File: config.mk
export PLATFORM = sky130hd
export DESIGN_NAME = countdown_timer_with_adjust_top
export DESIGN_NICKNAME = d
export VERILOG_FILES = /design/src/sv/cdt_pkg.sv /design/src/sv/countdown_timer_with_adjust_top.sv
export SDC_FILE = /design/constraint.sdc
export NUM_CORES = 2
export LEC_CHECK = 0
export BUFFER_PORTS_ARGS = -buffer_cell sky130_fd_sc_hd__buf_2
export CORE_MARGIN = 10
export CORE_UTILIZATION = 65
export CTS_BUF_LIST = sky130_fd_sc_hd__clkbuf_4 sky130_fd_sc_hd__clkbuf_8
export DETAILED_ROUTE_END_ITERATION = 16
export PLACE_DENSITY = 0.88
export SLEW_MARGIN = 0
export SYNTH_ARGS = -nofsm -noshare
export SYNTH_HDL_FRONTEND = slang
export SYNTH_SLANG_ARGS = --single-unit
File: constraint.sdc
create_clock -name clk -period 15.2 [get_ports clk]
set_input_delay 0.76 -clock clk [delete_from_list [all_inputs] [get_ports clk]]
set_output_delay 0.76 -clock clk [all_outputs]
set_load 0.01 [all_outputs]
File: src/sv/cdt_pkg.sv
// Shared types and constants for the countdown timer with adjust.
// Used by countdown_timer_with_adjust_top; depends on nothing else.
`default_nettype none

package cdt_pkg;

  // Event codes carried on the input channel's tuser
  typedef enum logic [2:0] {
    MODE_TICK     = 3'd0,
    MODE_START    = 3'd1,
    MODE_TOGGLE   = 3'd2,
    MODE_ADJ_UP   = 3'd3,
    MODE_ADJ_DOWN = 3'd4,
    MODE_RELOAD   = 3'd5
  } mode_t;

  // Configuration register indexes
  localparam int unsigned CFG_IDX_W = 1;
  localparam logic [CFG_IDX_W-1:0] CFG_DURATION = 1'd0;
  localparam logic [CFG_IDX_W-1:0] CFG_ADJUST   = 1'd1;

  localparam logic [31:0] MAX32          = 32'hFFFF_FFFF;
  localparam logic [21:0] MS_PER_S       = 22'd1000;
  localparam logic [32:0] ROUND_UP_MS    = 33'd999;
  localparam logic [21:0] ADJ_DELTA_RST  = 22'd60000;   // 60 s in ms
  localparam logic [22:0] SEC_PER_HOUR   = 23'd3600;
  localparam logic [11:0] SEC_PER_MIN    = 12'd60;

  // Reciprocals for exact division by constants
  // floor(x / 125)  for x < 2^30: (x * RECIP_125)  >> 37
  localparam logic [30:0] RECIP_125 = 31'd1099511628;
  // floor(x / 225)  for x < 2^19: (x * RECIP_225)  >> 27
  localparam logic [19:0] RECIP_225 = 20'd596524;
  // floor(x / 60)   for x < 2^12: (x * RECIP_60)   >> 18
  localparam logic [12:0] RECIP_60  = 13'd4370;

  // Timer status travelling down the result pipeline
  typedef struct packed {
    logic [31:0] remaining;
    logic [31:0] total;
    logic        running;
    logic        finished;
    logic        pulse;
  } stat_t;

endpackage

`default_nettype wire

File: src/sv/countdown_timer_with_adjust_top.sv
// Countdown timer with adjust: event handling, timer state and time split.
// Depends on cdt_pkg for event codes, constants and the status struct.
//
// Usage:
//   Input channel (in_*): one event per transaction. in_tuser carries the
//   event code (tick, start, toggle pause, adjust up, adjust down, reload),
//   in_tdata the milliseconds elapsed since the last tick.
//   Result channel (out_*): one transaction per event with the state after
//   that event: remaining and total ms, running/finished flags, the
//   completion pulse and the remaining time rounded up to whole seconds as
//   hours, minutes and seconds.
//   Config channel (cfg_*): index 0 is the reload length in ms, index 1 the
//   adjust step in seconds. Always ready; write only while the block is idle.
// Timing: the timer state updates in the cycle an event is taken, then six
//   register stages carry the result, the time split needing three constant
//   reciprocal multiplies each followed by a register. One event is taken
//   every cycle while the result channel is not stalled.
// Reset clears the timer, the pipeline and loads the config defaults
//   (length 0, adjust 60 s). When the receiver stalls, the whole pipeline
//   holds and in_tready falls with it.
`default_nettype none

module countdown_timer_with_adjust_top #(
  parameter int unsigned FLOOR_MS = 10000
) (
  input  wire logic                          clk,
  input  wire logic                          rst_n,
  // event input
  input  wire logic                          in_tvalid,
  output logic                               in_tready,
  input  wire logic [15:0]                   in_tdata,   // [9:0] elapsed_ms
  input  wire logic [2:0]                    in_tuser,   // [2:0] mode
  // result output
  output logic                               out_tvalid,
  input  wire logic                          out_tready,
  // [31:0] remaining_out, [63:32] total_out, [64] is_running,
  // [65] is_finished, [66] completed_pulse, [77:67] hours,
  // [83:78] minutes, [89:84] seconds, [95:90] zero
  output logic [95:0]                        out_tdata,
  // configuration writes
  input  wire logic                          cfg_valid,
  output logic                               cfg_ready,
  input  wire logic [cdt_pkg::CFG_IDX_W-1:0] cfg_index,
  input  wire logic [31:0]                   cfg_data
);

  import cdt_pkg::*;

  localparam logic [31:0] FLOOR32 = 32'(FLOOR_MS);

  // configuration
  logic [31:0] duration_r;
  logic [21:0] adj_delta_r;   // adjust step already scaled to ms

  // timer state
  logic [31:0] rem_r, rem_nxt;
  logic [31:0] tot_r, tot_nxt;
  logic        run_r, run_nxt;
  logic        fin_r, fin_nxt;
  logic        pulse_nxt;

  // pipeline
  logic        en;
  logic        v1_r, v2_r, v3_r, v4_r, v5_r, v6_r;
  stat_t       st1_r, st2_r, st3_r, st4_r, st5_r, st6_r;
  logic [22:0] secs2_r, secs3_r;
  logic [10:0] hrs3_r, hrs4_r, hrs5_r, hrs6_r;
  logic [11:0] rsec4_r, rsec5_r;
  logic [5:0]  min5_r, min6_r;
  logic [5:0]  sec6_r;

  logic        in_acc;
  mode_t       mode;
  logic [9:0]  elapsed;
  logic        usable;

  // adjust arithmetic
  logic [32:0] sum_up, tsum_up, lim_dn, tdif_dn;
  logic [31:0] new_up, chg_up, tcl_up, tot_up;
  logic [31:0] new_dn, chg_dn, tcl_dn, tot_dn;

  // time split arithmetic
  logic [32:0] rnd2;
  logic [60:0] prod2;
  logic [38:0] prod3;
  logic [22:0] hsec4;
  logic [24:0] prod5;
  logic [11:0] msec6;

  assign en        = !v6_r || out_tready;
  assign in_tready = en;
  assign in_acc    = in_tvalid && in_tready;
  assign cfg_ready = 1'b1;
  assign mode      = mode_t'(in_tuser);
  assign elapsed   = in_tdata[9:0];
  assign usable    = (tot_r != '0) && !fin_r;

  // adjust up: saturate, move total by the applied change
  always_comb begin
    sum_up  = {1'b0, rem_r} + 33'(adj_delta_r);
    new_up  = sum_up[32] ? MAX32 : sum_up[31:0];
    chg_up  = new_up - rem_r;
    tsum_up = {1'b0, tot_r} + {1'b0, chg_up};
    tcl_up  = tsum_up[32] ? MAX32 : tsum_up[31:0];
    tot_up  = (tcl_up > new_up) ? tcl_up : new_up;
  end

  // adjust down: stop at the floor, total never below remaining
  always_comb begin
    lim_dn  = {1'b0, FLOOR32} + 33'(adj_delta_r);
    new_dn  = ({1'b0, rem_r} < lim_dn) ? FLOOR32 : (rem_r - 32'(adj_delta_r));
    chg_dn  = rem_r - new_dn;
    tdif_dn = {1'b0, tot_r} - {1'b0, chg_dn};
    tcl_dn  = tdif_dn[32] ? '0 : tdif_dn[31:0];
    tot_dn  = (tcl_dn > new_dn) ? tcl_dn : new_dn;
  end

  always_comb begin
    rem_nxt   = rem_r;
    tot_nxt   = tot_r;
    run_nxt   = run_r;
    fin_nxt   = fin_r;
    pulse_nxt = 1'b0;
    case (mode)
      MODE_TICK: begin
        if (run_r) begin
          if (rem_r <= 32'(elapsed)) begin
            rem_nxt = '0;
            run_nxt = 1'b0;
            if (!fin_r) begin
              fin_nxt   = 1'b1;
              pulse_nxt = 1'b1;
            end
          end else begin
            rem_nxt = rem_r - 32'(elapsed);
          end
        end
      end
      MODE_START: begin
        if (usable) run_nxt = 1'b1;
      end
      MODE_TOGGLE: begin
        if (usable) run_nxt = !run_r;
      end
      MODE_ADJ_UP: begin
        if (usable) begin
          rem_nxt = new_up;
          tot_nxt = tot_up;
        end
      end
      MODE_ADJ_DOWN: begin
        if (usable && (rem_r > FLOOR32)) begin
          rem_nxt = new_dn;
          tot_nxt = tot_dn;
        end
      end
      MODE_RELOAD: begin
        rem_nxt = duration_r;
        tot_nxt = duration_r;
        run_nxt = 1'b0;
        fin_nxt = 1'b0;
      end
      default: ;
    endcase
  end

  // config and timer state
  always_ff @(posedge clk) begin
    if (!rst_n) begin
      duration_r  <= '0;
      adj_delta_r <= ADJ_DELTA_RST;
      rem_r       <= '0;
      tot_r       <= '0;
      run_r       <= 1'b0;
      fin_r       <= 1'b0;
    end else begin
      if (cfg_valid && cfg_ready) begin
        case (cfg_index)
          CFG_DURATION: duration_r  <= cfg_data;
          CFG_ADJUST:   adj_delta_r <= 22'(cfg_data[11:0]) * MS_PER_S;
          default: ;
        endcase
      end
      if (in_acc) begin
        rem_r <= rem_nxt;
        tot_r <= tot_nxt;
        run_r <= run_nxt;
        fin_r <= fin_nxt;
      end
    end
  end

  // time split: ceil to seconds, then hours, then minutes and seconds
  always_comb begin
    rnd2  = {1'b0, st1_r.remaining} + ROUND_UP_MS;
    prod2 = 61'(rnd2[32:3]) * 61'(RECIP_125);
    prod3 = 39'(secs2_r[22:4]) * 39'(RECIP_225);
    hsec4 = secs3_r - 23'(hrs3_r) * SEC_PER_HOUR;
    prod5 = 25'(rsec4_r) * 25'(RECIP_60);
    msec6 = rsec5_r - 12'(min5_r) * SEC_PER_MIN;
  end

  always_ff @(posedge clk) begin
    if (!rst_n) begin
      v1_r <= 1'b0;
      v2_r <= 1'b0;
      v3_r <= 1'b0;
      v4_r <= 1'b0;
      v5_r <= 1'b0;
      v6_r <= 1'b0;
    end else if (en) begin
      v1_r <= in_acc;
      v2_r <= v1_r;
      v3_r <= v2_r;
      v4_r <= v3_r;
      v5_r <= v4_r;
      v6_r <= v5_r;
    end
  end

  // payload: advance with the pipeline, no reset
  always_ff @(posedge clk) begin
    if (en) begin
      st1_r.remaining <= rem_nxt;
      st1_r.total     <= tot_nxt;
      st1_r.running   <= run_nxt;
      st1_r.finished  <= fin_nxt;
      st1_r.pulse     <= pulse_nxt;
      st2_r   <= st1_r;
      secs2_r <= prod2[59:37];
      st3_r   <= st2_r;
      secs3_r <= secs2_r;
      hrs3_r  <= prod3[37:27];
      st4_r   <= st3_r;
      hrs4_r  <= hrs3_r;
      rsec4_r <= hsec4[11:0];
      st5_r   <= st4_r;
      hrs5_r  <= hrs4_r;
      rsec5_r <= rsec4_r;
      min5_r  <= prod5[23:18];
      st6_r   <= st5_r;
      hrs6_r  <= hrs5_r;
      min6_r  <= min5_r;
      sec6_r  <= msec6[5:0];
    end
  end

  assign out_tvalid = v6_r;
  assign out_tdata  = {6'd0, sec6_r, min6_r, hrs6_r, st6_r.pulse, st6_r.finished,
                       st6_r.running, st6_r.total, st6_r.remaining};

`ifndef SYNTHESIS
  a_run_not_fin: assert property (@(posedge clk) disable iff (!rst_n)
    !(run_r && fin_r))
    else $error("timer running and finished at once");

  a_rem_le_tot: assert property (@(posedge clk) disable iff (!rst_n)
    rem_r <= tot_r)
    else $error("remaining time above total");

  a_pulse_state: assert property (@(posedge clk) disable iff (!rst_n)
    (v6_r && st6_r.pulse) |-> (st6_r.finished && !st6_r.running
                               && (st6_r.remaining == '0) && (sec6_r == '0)))
    else $error("completion pulse with inconsistent state");

  a_split_range: assert property (@(posedge clk) disable iff (!rst_n)
    v6_r |-> ((min6_r < 6'd60) && (sec6_r < 6'd60)))
    else $error("minutes or seconds out of range");
`endif

endmodule

`default_nettype wire
==> out/summary.md <==
The via count is 44200, and the die height is 316 um. The share of synthesized flip-flops with an asynchronous set or reset is 0. The run gives 0 as the final setup violation count. Yosys printed 0 warnings. The final critical-path share of the clock period is 0.905, and the average detailed-routed wire length per instance is 24.0 um.

Number of antenna violations at the first check in global routing: 10. For the area of the core, the log shows 86800 sq um. Derived from the worst setup path, the maximum achievable clock frequency is 72.7 MHz. The commonest cells after synthesis are ha_1 (883), inv_1 (877), edfxtp_1 (517). The DRC violation count after routing was 0. The run gives 44700 as the via count of the first global-routing pass. Clock tree synthesis selected as its root buffer the cell clkbuf_8.

Setup repair after global routing left no endpoint under its margin. The run gives 0.316 as the sequential element share of the synthesized area. The per-cell via count in the routed design was 6.32. The highest-delay cell along the critical path was nand4_1. Buffers inserted during clock tree synthesis total 103. The deepest clock path buffer count is 3.

Startpoint-to-endpoint class of the critical path: reg -> reg. The routed design has 168000 um of wire. The number of levels the H-tree was split into was 3. The logs give 1 for the total of max-cap violations and 0.337 for the total global-route track usage.

The later-pin clock latency in the skew report was 0.84 ns. Once the clock tree was built, the resizer swapped 0 gates to a different size. In this run the mean area of a mapped cell was 10.2 sq um.

In this run the worst hold path is classified as in -> reg. For the initial core utilization, the log shows 0.655. For the worst setup path, the data required time is 15.74 ns.

The total overflow left after global routing is 0. The run gives 3 as the max-slew violation total from the final report. Once the clock tree was built, the setup fixing pass inserted 0 buffers.

The run finished, with violations left. The floorplan step defined a die boundary enclosing 99700 sq um. The layout cell share with drive strength beyond 1 came out at 0.0874. Synthesis produced 5578 cells.

At the worst endpoint, the arrival time is 14.30 ns. The checks that failed: capacitance limit, slew limit. The slew at the pin closest to its max-slew limit is 1.56 ns. STA classifies the critical path startpoint as a flip-flop.

During placement, the flow inserted port buffers numbering 142. Among all flip-flop cells after synthesis, the most frequent one is edfxtp_1. The logs give 258000 um for the wire length of the first global-routing pass and 99 for the count of distinct cell types in the synthesized netlist. In this run, synthesis produced a sequential element count of 640. The dominant cell type by area after synthesis is edfxtp_1. On the worst path, the slowest cell contributes a delay of 0.85 ns. The worst-case headroom to the max-slew limit is -0.0498, and the clock skew after layout is 0.0696 ns. The most numerous cell type found on the critical path is ha_1. By area the synthesized netlist is led by edfxtp_1 (27%), ha_1 (19%), fa_1 (14%). The critical-path maximum fanout came out at 60.

STA classifies the critical path endpoint as a flip-flop. Layout overhead on the synthesized area: 7.97%. Clock-pin slew was measured on the worst setup and hold paths at 0.07 ns. Before antenna repair, the detailed router went through 7 iterations. Cell with the most instances after synthesis: ha_1. Count of flip-flops with a built-in enable after synthesis: 517. The first routing iteration left 4966 violations. In the final design database the tool counted 7098 nets.

The number of sinks driven by the clock tree is 640, and the standard-cell row count is 108. Buffers inserted to repair hold after CTS numbered 0. The final weighted congestion of routability-driven global placement is 1.05, and the pin count of the biggest net entering global routing is 179.

After synthesis the cells add up to 56900 sq um. The run gives 0 as the number of antenna-violating nets in the routed design. The wire-length estimate of the detail-placed layout is 128000 um.

TritonCTS built the clock tree. The clock period could shrink to 13.76 ns. Count of final hold-check violations: 0. The share of Yosys cell area claimed by the top area cell type was 0.273; the number of ports placed on the die boundary was 156. Measured along the x axis, the die boundary spans 316 um. The setup TNS came out at 0 ns.
[state kept, by name (all words and copies together) (netlist names), 12 cells and up]
| signal | flops |
|---|---|
| adj_delta_r | 19 |
| duration_r | 32 |
| out_tdata | 67 |
| rem_r | 32 |
| rsec4_r | 12 |
| secs2_r | 23 |
| secs3_r | 12 |
| st1_r | 67 |
| st2_r | 67 |
| st3_r | 67 |
| st4_r | 67 |
| st5_r | 67 |
| tot_r | 32 |
[layer usage]
metal	track usage	vias up	share of wire
met3	0.0937	693	0.11
li1	-	19900	-
met2	0.519	2592	0.44
met1	0.428	21000	0.38
met5	0	-	0.0012
met4	0.190	10	0.062
[cell type report]
cell class	instances	area, sq um
well taps	1155	1450
clock buffers	149	1820
multi-input cells	3906	35000
clock inverters	42	483
flip-flops and latches	640	18000
diodes	7	17.5
inverters	880	3310
fillers	6045	25400
repair buffers	217	1290
[cell usage in the layout, fill, tap and decap left out, types with 38 or more instances in the layout]
cell      Yosys  layout
nor3_1       93      93
buf_4         9      74
buf_2         6     142
a221oi_1     38      38
dfxtp_1     123     123
clkbuf_8      0     112
xnor2_1     170     164
o21a_1       40      40
a31oi_1      90      89
a211oi_1     44      44
edfxtp_1    517     517
nand2b_1     58      58
nand4_1      38      38
nand2_1     319     319
fa_1        410     410
inv_1       877     876
a21o_1      116     116
xor2_1       78      77
o21ai_0     207     207
o211ai_1     49      49
a21oi_1     359     358
nand3_1      89      89
ha_1        883     883
nor2_1      313     308
[critical path, delay by kind of cell, from the launching register on]
family | cells | cell delay, ns
xor+xnor | 1 | 0.13
flops | 1 | 0.46
simple gates | 21 | 5.81
buf+inv | 2 | 0.27
fa+ha+maj | 4 | 1.48
compound gates | 15 | 4.42
mux | 3 | 0.89
[per-stage QoR]
stage	setup WS [ns]	cell area [sq um]	util	hold slack [ns]	cells
2_1_floorplan	1.49	56900	-	0.400	5585
3_3_place_gp	2.01	59100	0.681	0.401	6798
3_5_place_dp	1.86	59100	0.681	0.405	6798
4_1_cts	1.81	61400	0.707	0.102	6989
5_1_grt	0.677	61400	0.708	0.159	6990
6_report	1.44	61400	0.708	0.152	6996
[worst paths after layout]
path,startpoint,end,slack (ns),cells after the start
setup reg to reg,adj_delta_r[4]$_SDFFE_PN0P_,st1_r[27]$_DFFE_PN_,1.44,46
hold reg to reg,st4_r[9]$_DFFE_PN_,st5_r[9]$_DFFE_PN_,0.37,0
setup / recovery,adj_delta_r[4]$_SDFFE_PN0P_,st1_r[27]$_DFFE_PN_,1.44,46
hold / removal,cfg_data[12],duration_r[12]$_SDFFE_PN0P_,0.15,3
[kinds of logic (layout without fill, tap and decap cells)]
family,Yosys count,in the layout,synth area share
compound gates,1190,1190,0.137
xor+xnor,248,248,0.0382
fa+ha+maj,1294,1294,0.339
buf+inv,1039,1288,0.0697
flops,640,640,0.316
mux,16,16,0.00306
other cells,2,16,0.000132
simple gates,1149,1149,0.0969
Power is not shown: default switching activity piles up to over one toggle a cycle in this logic, so the estimate is an artifact.
